===== src/rtl/core/shs_pkg.sv =====
// shared types and constants of the sha-256 stream hasher
// depends on nothing
package shs_pkg;

  localparam int unsigned QueueDepth = 2;

  typedef struct packed {
    logic       finish;
    logic [7:0] data;
  } cmd_t;

  localparam logic [31:0] IV [8] = '{
    32'h6a09e667, 32'hbb67ae85, 32'h3c6ef372, 32'ha54ff53a,
    32'h510e527f, 32'h9b05688c, 32'h1f83d9ab, 32'h5be0cd19};

  localparam logic [31:0] K [64] = '{
    32'h428a2f98, 32'h71374491, 32'hb5c0fbcf, 32'he9b5dba5, 32'h3956c25b, 32'h59f111f1,
    32'h923f82a4, 32'hab1c5ed5, 32'hd807aa98, 32'h12835b01, 32'h243185be, 32'h550c7dc3,
    32'h72be5d74, 32'h80deb1fe, 32'h9bdc06a7, 32'hc19bf174, 32'he49b69c1, 32'hefbe4786,
    32'h0fc19dc6, 32'h240ca1cc, 32'h2de92c6f, 32'h4a7484aa, 32'h5cb0a9dc, 32'h76f988da,
    32'h983e5152, 32'ha831c66d, 32'hb00327c8, 32'hbf597fc7, 32'hc6e00bf3, 32'hd5a79147,
    32'h06ca6351, 32'h14292967, 32'h27b70a85, 32'h2e1b2138, 32'h4d2c6dfc, 32'h53380d13,
    32'h650a7354, 32'h766a0abb, 32'h81c2c92e, 32'h92722c85, 32'ha2bfe8a1, 32'ha81a664b,
    32'hc24b8b70, 32'hc76c51a3, 32'hd192e819, 32'hd6990624, 32'hf40e3585, 32'h106aa070,
    32'h19a4c116, 32'h1e376c08, 32'h2748774c, 32'h34b0bcb5, 32'h391c0cb3, 32'h4ed8aa4a,
    32'h5b9cca4f, 32'h682e6ff3, 32'h748f82ee, 32'h78a5636f, 32'h84c87814, 32'h8cc70208,
    32'h90befffa, 32'ha4506ceb, 32'hbef9a3f7, 32'hc67178f2};

endpackage


===== src/rtl/core/shs_front.sv =====
// input side: takes beats, turns them into commands, queues them
// depends on shs_pkg
module shs_front (
  input  logic          clk,
  input  logic          rst,
  input  logic          in_valid,
  output logic          in_ready,
  input  logic          mode,
  input  logic [7:0]    data_byte,
  output logic          cmd_valid,
  output shs_pkg::cmd_t cmd,
  input  logic          cmd_pop
);

  shs_pkg::cmd_t q [shs_pkg::QueueDepth];
  logic       wr_ptr;
  logic       rd_ptr;
  logic [1:0] count;
  logic       push;

  assign in_ready  = (count != 2'd2);
  assign push      = in_valid && in_ready;
  assign cmd_valid = (count != 2'd0);
  assign cmd       = q[rd_ptr];

  always_ff @(posedge clk) begin
    if (push) begin
      q[wr_ptr] <= '{finish: mode, data: data_byte};
    end
    if (rst) begin
      wr_ptr <= 1'b0;
      rd_ptr <= 1'b0;
      count  <= 2'd0;
    end else begin
      if (push) wr_ptr <= ~wr_ptr;
      if (cmd_pop) rd_ptr <= ~rd_ptr;
      count <= count + {1'b0, push} - {1'b0, cmd_pop};
    end
  end

endmodule


===== src/rtl/core/shs_back.sv =====
// execution side: byte packing, padding, 64-round compression, digest out
// depends on shs_pkg
module shs_back (
  input  logic          clk,
  input  logic          rst,
  input  logic          cmd_valid,
  input  shs_pkg::cmd_t cmd,
  output logic          cmd_pop,
  output logic          out_valid,
  input  logic          out_ready,
  output logic [31:0]   digest_word,
  output logic [2:0]    word_index,
  output logic          last
);

  localparam logic [2:0] S_IDLE = 3'd0;
  localparam logic [2:0] S_RND  = 3'd1;
  localparam logic [2:0] S_ADD  = 3'd2;
  localparam logic [2:0] S_PAD  = 3'd3;
  localparam logic [2:0] S_OUT  = 3'd4;

  logic [2:0]   state;
  logic [31:0]  chain [8];
  logic [31:0]  r [8];
  logic [511:0] win;
  logic [5:0]   fill;
  logic [5:0]   rnd;
  logic [60:0]  len;
  logic [63:0]  bits;
  logic         fin;
  logic         sent80;
  logic [3:0]   lcnt;
  logic [2:0]   oidx;

  logic [31:0] w0, w1, w9, w14, w_new;
  logic [31:0] s0w, s1w, bs0, bs1, ch, mj, t1, t2;
  logic [7:0]  pad_byte;
  logic        is_len;

  function automatic logic [31:0] rotr(input logic [31:0] x, input int n);
    rotr = (x >> n) | (x << (32 - n));
  endfunction

  always_comb begin
    w0    = win[511:480];
    w1    = win[479:448];
    w9    = win[223:192];
    w14   = win[63:32];
    s0w   = rotr(w1, 7) ^ rotr(w1, 18) ^ (w1 >> 3);
    s1w   = rotr(w14, 17) ^ rotr(w14, 19) ^ (w14 >> 10);
    w_new = w0 + s0w + w9 + s1w;
    bs1   = rotr(r[4], 6) ^ rotr(r[4], 11) ^ rotr(r[4], 25);
    ch    = (r[4] & r[5]) ^ (~r[4] & r[6]);
    t1    = r[7] + bs1 + ch + shs_pkg::K[rnd] + w0;
    bs0   = rotr(r[0], 2) ^ rotr(r[0], 13) ^ rotr(r[0], 22);
    mj    = (r[0] & r[1]) ^ (r[0] & r[2]) ^ (r[1] & r[2]);
    t2    = bs0 + mj;
    // length bytes start once the block reaches byte 56
    is_len = sent80 && ((fill == 6'd56) || (lcnt != 4'd0));
    if (!sent80) begin
      pad_byte = 8'h80;
    end else if (is_len) begin
      pad_byte = bits[8'd63 - {lcnt[2:0], 3'b000} -: 8];
    end else begin
      pad_byte = 8'h00;
    end
  end

  assign cmd_pop     = (state == S_IDLE) && cmd_valid;
  assign out_valid   = (state == S_OUT);
  assign digest_word = chain[oidx];
  assign word_index  = oidx;
  assign last        = (oidx == 3'd7);

  always_ff @(posedge clk) begin
    if (rst) begin
      state  <= S_IDLE;
      fill   <= 6'd0;
      len    <= 61'd0;
      fin    <= 1'b0;
      sent80 <= 1'b0;
      lcnt   <= 4'd0;
      oidx   <= 3'd0;
      rnd    <= 6'd0;
      for (int j = 0; j < 8; j++) chain[j] <= shs_pkg::IV[j];
    end else begin
      case (state)
        S_IDLE: begin
          if (cmd_valid) begin
            if (!cmd.finish) begin
              win  <= {win[503:0], cmd.data};
              fill <= fill + 6'd1;
              len  <= len + 61'd1;
              if (fill == 6'd63) begin
                state <= S_RND;
                rnd   <= 6'd0;
                for (int j = 0; j < 8; j++) r[j] <= chain[j];
              end
            end else begin
              bits   <= {len, 3'b000};
              fin    <= 1'b1;
              sent80 <= 1'b0;
              lcnt   <= 4'd0;
              state  <= S_PAD;
            end
          end
        end
        S_PAD: begin
          win    <= {win[503:0], pad_byte};
          fill   <= fill + 6'd1;
          sent80 <= 1'b1;
          if (is_len) lcnt <= lcnt + 4'd1;
          if (fill == 6'd63) begin
            state <= S_RND;
            rnd   <= 6'd0;
            for (int j = 0; j < 8; j++) r[j] <= chain[j];
          end
        end
        S_RND: begin
          win  <= {win[479:0], w_new};
          r[7] <= r[6];
          r[6] <= r[5];
          r[5] <= r[4];
          r[4] <= r[3] + t1;
          r[3] <= r[2];
          r[2] <= r[1];
          r[1] <= r[0];
          r[0] <= t1 + t2;
          rnd  <= rnd + 6'd1;
          if (rnd == 6'd63) state <= S_ADD;
        end
        S_ADD: begin
          for (int j = 0; j < 8; j++) chain[j] <= chain[j] + r[j];
          if (!fin) begin
            state <= S_IDLE;
          end else if (lcnt == 4'd8) begin
            state <= S_OUT;
            oidx  <= 3'd0;
          end else begin
            state <= S_PAD;
          end
        end
        S_OUT: begin
          if (out_ready) begin
            oidx <= oidx + 3'd1;
            if (oidx == 3'd7) begin
              for (int j = 0; j < 8; j++) chain[j] <= shs_pkg::IV[j];
              len   <= 61'd0;
              fill  <= 6'd0;
              fin   <= 1'b0;
              state <= S_IDLE;
            end
          end
        end
        default: state <= S_IDLE;
      endcase
    end
  end

endmodule


===== src/rtl/core/sha256_stream_hasher_top.sv =====
// top level of the sha-256 stream hasher: front queue plus compression back end
// depends on shs_pkg, shs_front, shs_back
//
// channel  dir  handshake            payload
// in       in   in_valid/in_ready    mode, data_byte
// out      out  out_valid/out_ready  digest_word, word_index, last
//
// an absorb beat is packed into the block window by the back end; every 64th byte adds
// the 64 compression rounds (one round per cycle) plus the chaining additions
// a finish beat pads one byte per cycle, compresses one or two blocks,
// then shows the eight digest words, one per accepted output beat
// rst is synchronous; after it the chaining words hold the initial vector
// a two-entry command queue lets the input take up to two beats while the back end
// works or the output stalls
module sha256_stream_hasher_top (
  input  logic        clk,
  input  logic        rst,
  input  logic        in_valid,
  output logic        in_ready,
  input  logic        mode,
  input  logic [7:0]  data_byte,
  output logic        out_valid,
  input  logic        out_ready,
  output logic [31:0] digest_word,
  output logic [2:0]  word_index,
  output logic        last
);

  // queued command between the two halves
  shs_pkg::cmd_t cmd;
  logic          cmd_valid;
  logic          cmd_pop;

  shs_front u_front (
    .clk       (clk),
    .rst       (rst),
    .in_valid  (in_valid),
    .in_ready  (in_ready),
    .mode      (mode),
    .data_byte (data_byte),
    .cmd_valid (cmd_valid),
    .cmd       (cmd),
    .cmd_pop   (cmd_pop)
  );

  shs_back u_back (
    .clk         (clk),
    .rst         (rst),
    .cmd_valid   (cmd_valid),
    .cmd         (cmd),
    .cmd_pop     (cmd_pop),
    .out_valid   (out_valid),
    .out_ready   (out_ready),
    .digest_word (digest_word),
    .word_index  (word_index),
    .last        (last)
  );

endmodule


===== config.mk =====
export PLATFORM = sky130hd
export DESIGN_NAME = sha256_stream_hasher_top
export DESIGN_NICKNAME = d
export VERILOG_FILES = /design/src/rtl/core/shs_pkg.sv /design/src/rtl/core/shs_front.sv /design/src/rtl/core/shs_back.sv /design/src/rtl/core/sha256_stream_hasher_top.sv
export SDC_FILE = /design/constraint.sdc
export NUM_CORES = 2
export LEC_CHECK = 0
export BUFFER_PORTS_ARGS = -buffer_cell sky130_fd_sc_hd__buf_4
export CELL_PAD_IN_SITES_DETAIL_PLACEMENT = 1
export CELL_PAD_IN_SITES_GLOBAL_PLACEMENT = 1
export CORE_MARGIN = 10
export CORE_UTILIZATION = 55
export CTS_CLUSTER_DIAMETER = 100
export DETAILED_ROUTE_END_ITERATION = 7
export PLACE_DENSITY_LB_ADDON = 0.1
export SLEW_MARGIN = 20
export SYNTH_ARGS = -nofsm -noshare
export SYNTH_HDL_FRONTEND = slang
export SYNTH_SLANG_ARGS = --single-unit

===== constraint.sdc =====
create_clock -name clk -period 113.3 [get_ports clk]
set_input_delay 5.665 -clock clk [delete_from_list [all_inputs] [get_ports clk]]
set_output_delay 5.665 -clock clk [all_outputs]
set_load 0.01 [all_outputs]

==> impl_results.md <==
* Status: finished clean
* PortBufs at 50
* Synth area leader: edfxtp_1
* Worst Setup Start Kind: flop
* Skew final at 0.05232 ns
* Syn Nets at 8913
* Share of cells above drive strength 1 at 0.06453
* R2r endpoint: u_back.r[0][31]
* Number of synthesized flops with an enable pin at 975
* Setup violators final at 0
* Vias after detailed routing at 63440
* Post-synth top cells: 2486 x nand2_1, 975 x edfxtp_1, 415 x clkbuf_1
* Total routed wirelength at 269.3 mm
* H-Tree Depth at 4
* Core Rows at 137
* Wire per inst at 26.60 µm
* Antenna viol nets, final at 0
* Setup TNS at 0 ns
* Post-synthesis cell type count at 98
* Io pins at 51
* Placer Congestion at 0.9700
* Hold violation total from the final report at 0
* Worst setup EP type: flop
* GRT Residual Overflow at 0
* FF-to-FF path depth at 38
* Fin util at 0.6006
* Worst path slowest cell: ha_1
* WS Path Type: reg -> reg
* Main synth FF type: edfxtp_1
* Max Slew Vio Count at 0
* Clock root cell: clkbuf_16
* Synthesized cell area at 77550 µm²
* Critical Path RT at 113.92 ns
* Cell mode on critical path: fa_1
* Critical Path Max Stage Delay at 0.60 ns
* Most common cell in the netlist: nand2_1
* Worst slew margin at 0.2061
* Initial antenna violation count at 8
* Worst Setup EP: u_back.r[0][31]
* Clk pin slew, worst setup/hold paths at 0.06 ns
* Post-synthesis register bit count at 1196
* Post-CTS sizing at 0
* Clk_lat worst skew at 0.80 ns
* Largest net degree at the start of global routing at 226
* RSZ-0062 raised after global routing: false
* Cell count after synthesis at 8302
* Area delta synth->final at 8.327%
* Worst-path maximum fanout at 30
* Die Y at 395.5 µm
* DR pass1 iterations at 5
* Ys Warns at 0
* Clock Path Buffers at 3
* First-pass GRT wire length at 408.4 mm
* Initial Utilization at 0.5544
* Max Clk Rate at 90.61 MHz
* Total track usage at 0.3357
* Syn avg cell area at 9.341 µm²
* Synth area leaders: edfxtp_1 38%, nand2_1 12%, ha_1 6.5%, dfxtp_1 5.7%, fa_1 5.0%
* DR iter-0 viols at 6227
* Fin nets at 8747
* Max-cap violations at 0
* HP Class: reg -> reg
* Die W at 395.5 µm
* Full die area at 156400 µm²
* Final Cycle Share at 0.09741
* Core area at 139900 µm²
* Share of the synthesized area in the top cell type at 0.3776
* Post-DP HPWL at 194.0 mm
* CTS Buf Count at 139
* CP Launch Point: u_back.rnd[0]
* Minimum clock period at 11.04 ns
* Residual DRC at 0
* Sequential cell area fraction in the yosys report at 0.4346
* Post-DR vias/cell at 6.268
* Critical R2R Launch: u_back.rnd[0]
* Reg-to-reg slack, setup at 102.26 ns
* TritonCTS clock tree: done
* Worst-Margin Slew at 1.191 ns
* CTS Hold Bufs at 0
* Post-synth ARST share at 0
* Post-CTS setup buffer count at 0
* Total clock sinks at 1196
* Filler Cell Count at 15720
* Vias in the first global route at 65380
* CP arrival at 11.66 ns
[cell usage in the layout, fill, tap and decap left out, types with 86 or more instances in the layout]
cell,netlist,layout
inv_1,336,335
dfxtp_1,221,215
xnor2_1,371,371
ha_1,403,403
o21ai_0,411,411
nor3_1,99,97
buf_4,1,143
clkbuf_16,0,139
a21o_1,202,202
nand3_1,118,118
a21oi_1,410,410
nor2_1,365,361
nand2_1,2486,2483
edfxtp_1,975,975
xor2_1,252,252
mux4_2,86,86
fa_1,195,195
[logic make-up (layout without fill, tap and decap cells)]
group / Yosys count / after routing / share of synthesized area
other: 0 / 2 / 0
flip-flops: 1196 / 1196 / 0.4346
AND/OR/NAND/NOR: 3414 / 3414 / 0.1813
XOR/XNOR: 625 / 625 / 0.07096
adder cells (fa/ha/maj): 602 / 602 / 0.1159
multiplexers: 186 / 186 / 0.03856
buffers and inverters: 791 / 733 / 0.03835
AO/OA/AOI/OAI: 1488 / 1488 / 0.1204
[final cells by class]
class                   count  area [µm²]  share of cell area
diodes                      2       5.005          0.00005958
clock buffers             184        3707             0.04413
clock inverters            65       830.8            0.009890
inverters                 337        1267             0.01509
multi-input cells        6315       40970              0.4877
flip-flops and latches   1196       33720              0.4014
well taps                1876        2347             0.02794
repair buffers            147        1161             0.01382
[stage by stage]
| step | area [µm²] | setup WS [ns] | std cells | hold slack, ns |
|---|---|---|---|---|
| CTS | 83970 | 102.57 | 10120 | 0.4655 |
| finish | 84000 | 102.26 | 10120 | 0.4647 |
| global placement | 79430 | 102.86 | 9870 | 0.4372 |
| detailed placement | 79430 | 102.64 | 9870 | 0.4545 |
| global route | 84000 | 101.75 | 10120 | 0.4924 |
| floorplan | 77550 | 70.52 | 8302 | 0.4292 |
[routing by layer]
metal	global-route usage	part of all wire
met2	0.5106	0.44
met5	0	0.00032
met3	0.08532	0.092
met1	0.4679	0.43
met4	0.1091	0.034
[critical path, delay by kind of cell, from the launching register on]
| kind | cells | cell delay, ns |
|---|---|---|
| adders and majority gates | 8 | 3.63 |
| AOI/OAI and AO/OA | 16 | 3.61 |
| and+or+nand+nor | 7 | 1.60 |
| buffers and inverters | 5 | 1.25 |
| xor gates and xnor gates | 2 | 0.45 |
| DFF | 1 | 0.32 |
[flip-flops by register name (all words and copies together), names as in the netlist, 6 cells and up, named ones only]
name,flops
u_back.r,256
u_back.bits,61
u_back.len,61
u_front.q,18
u_back.chain,256
u_back.win,512
u_back.fill,6
u_back.rnd,6
[worst min-delay path by stage]
stage | from | to | slack, ns | cells after the start
after floorplan | u_back.len[60] | u_back.bits[63] | 0.43 | 0
after global placement | u_back.len[60] | u_back.bits[63] | 0.44 | 0
after detailed placement | u_back.len[60] | u_back.bits[63] | 0.45 | 0
after CTS | u_back.len[60] | u_back.bits[63] | 0.47 | 0
after global routing | u_back.len[57] | u_back.bits[60] | 0.49 | 0
final | u_back.len[57] | u_back.bits[60] | 0.46 | 0
Power is left out: the tool's default activity adds up to more than one toggle a clock period on the data nets, which glitch-free logic cannot reach.
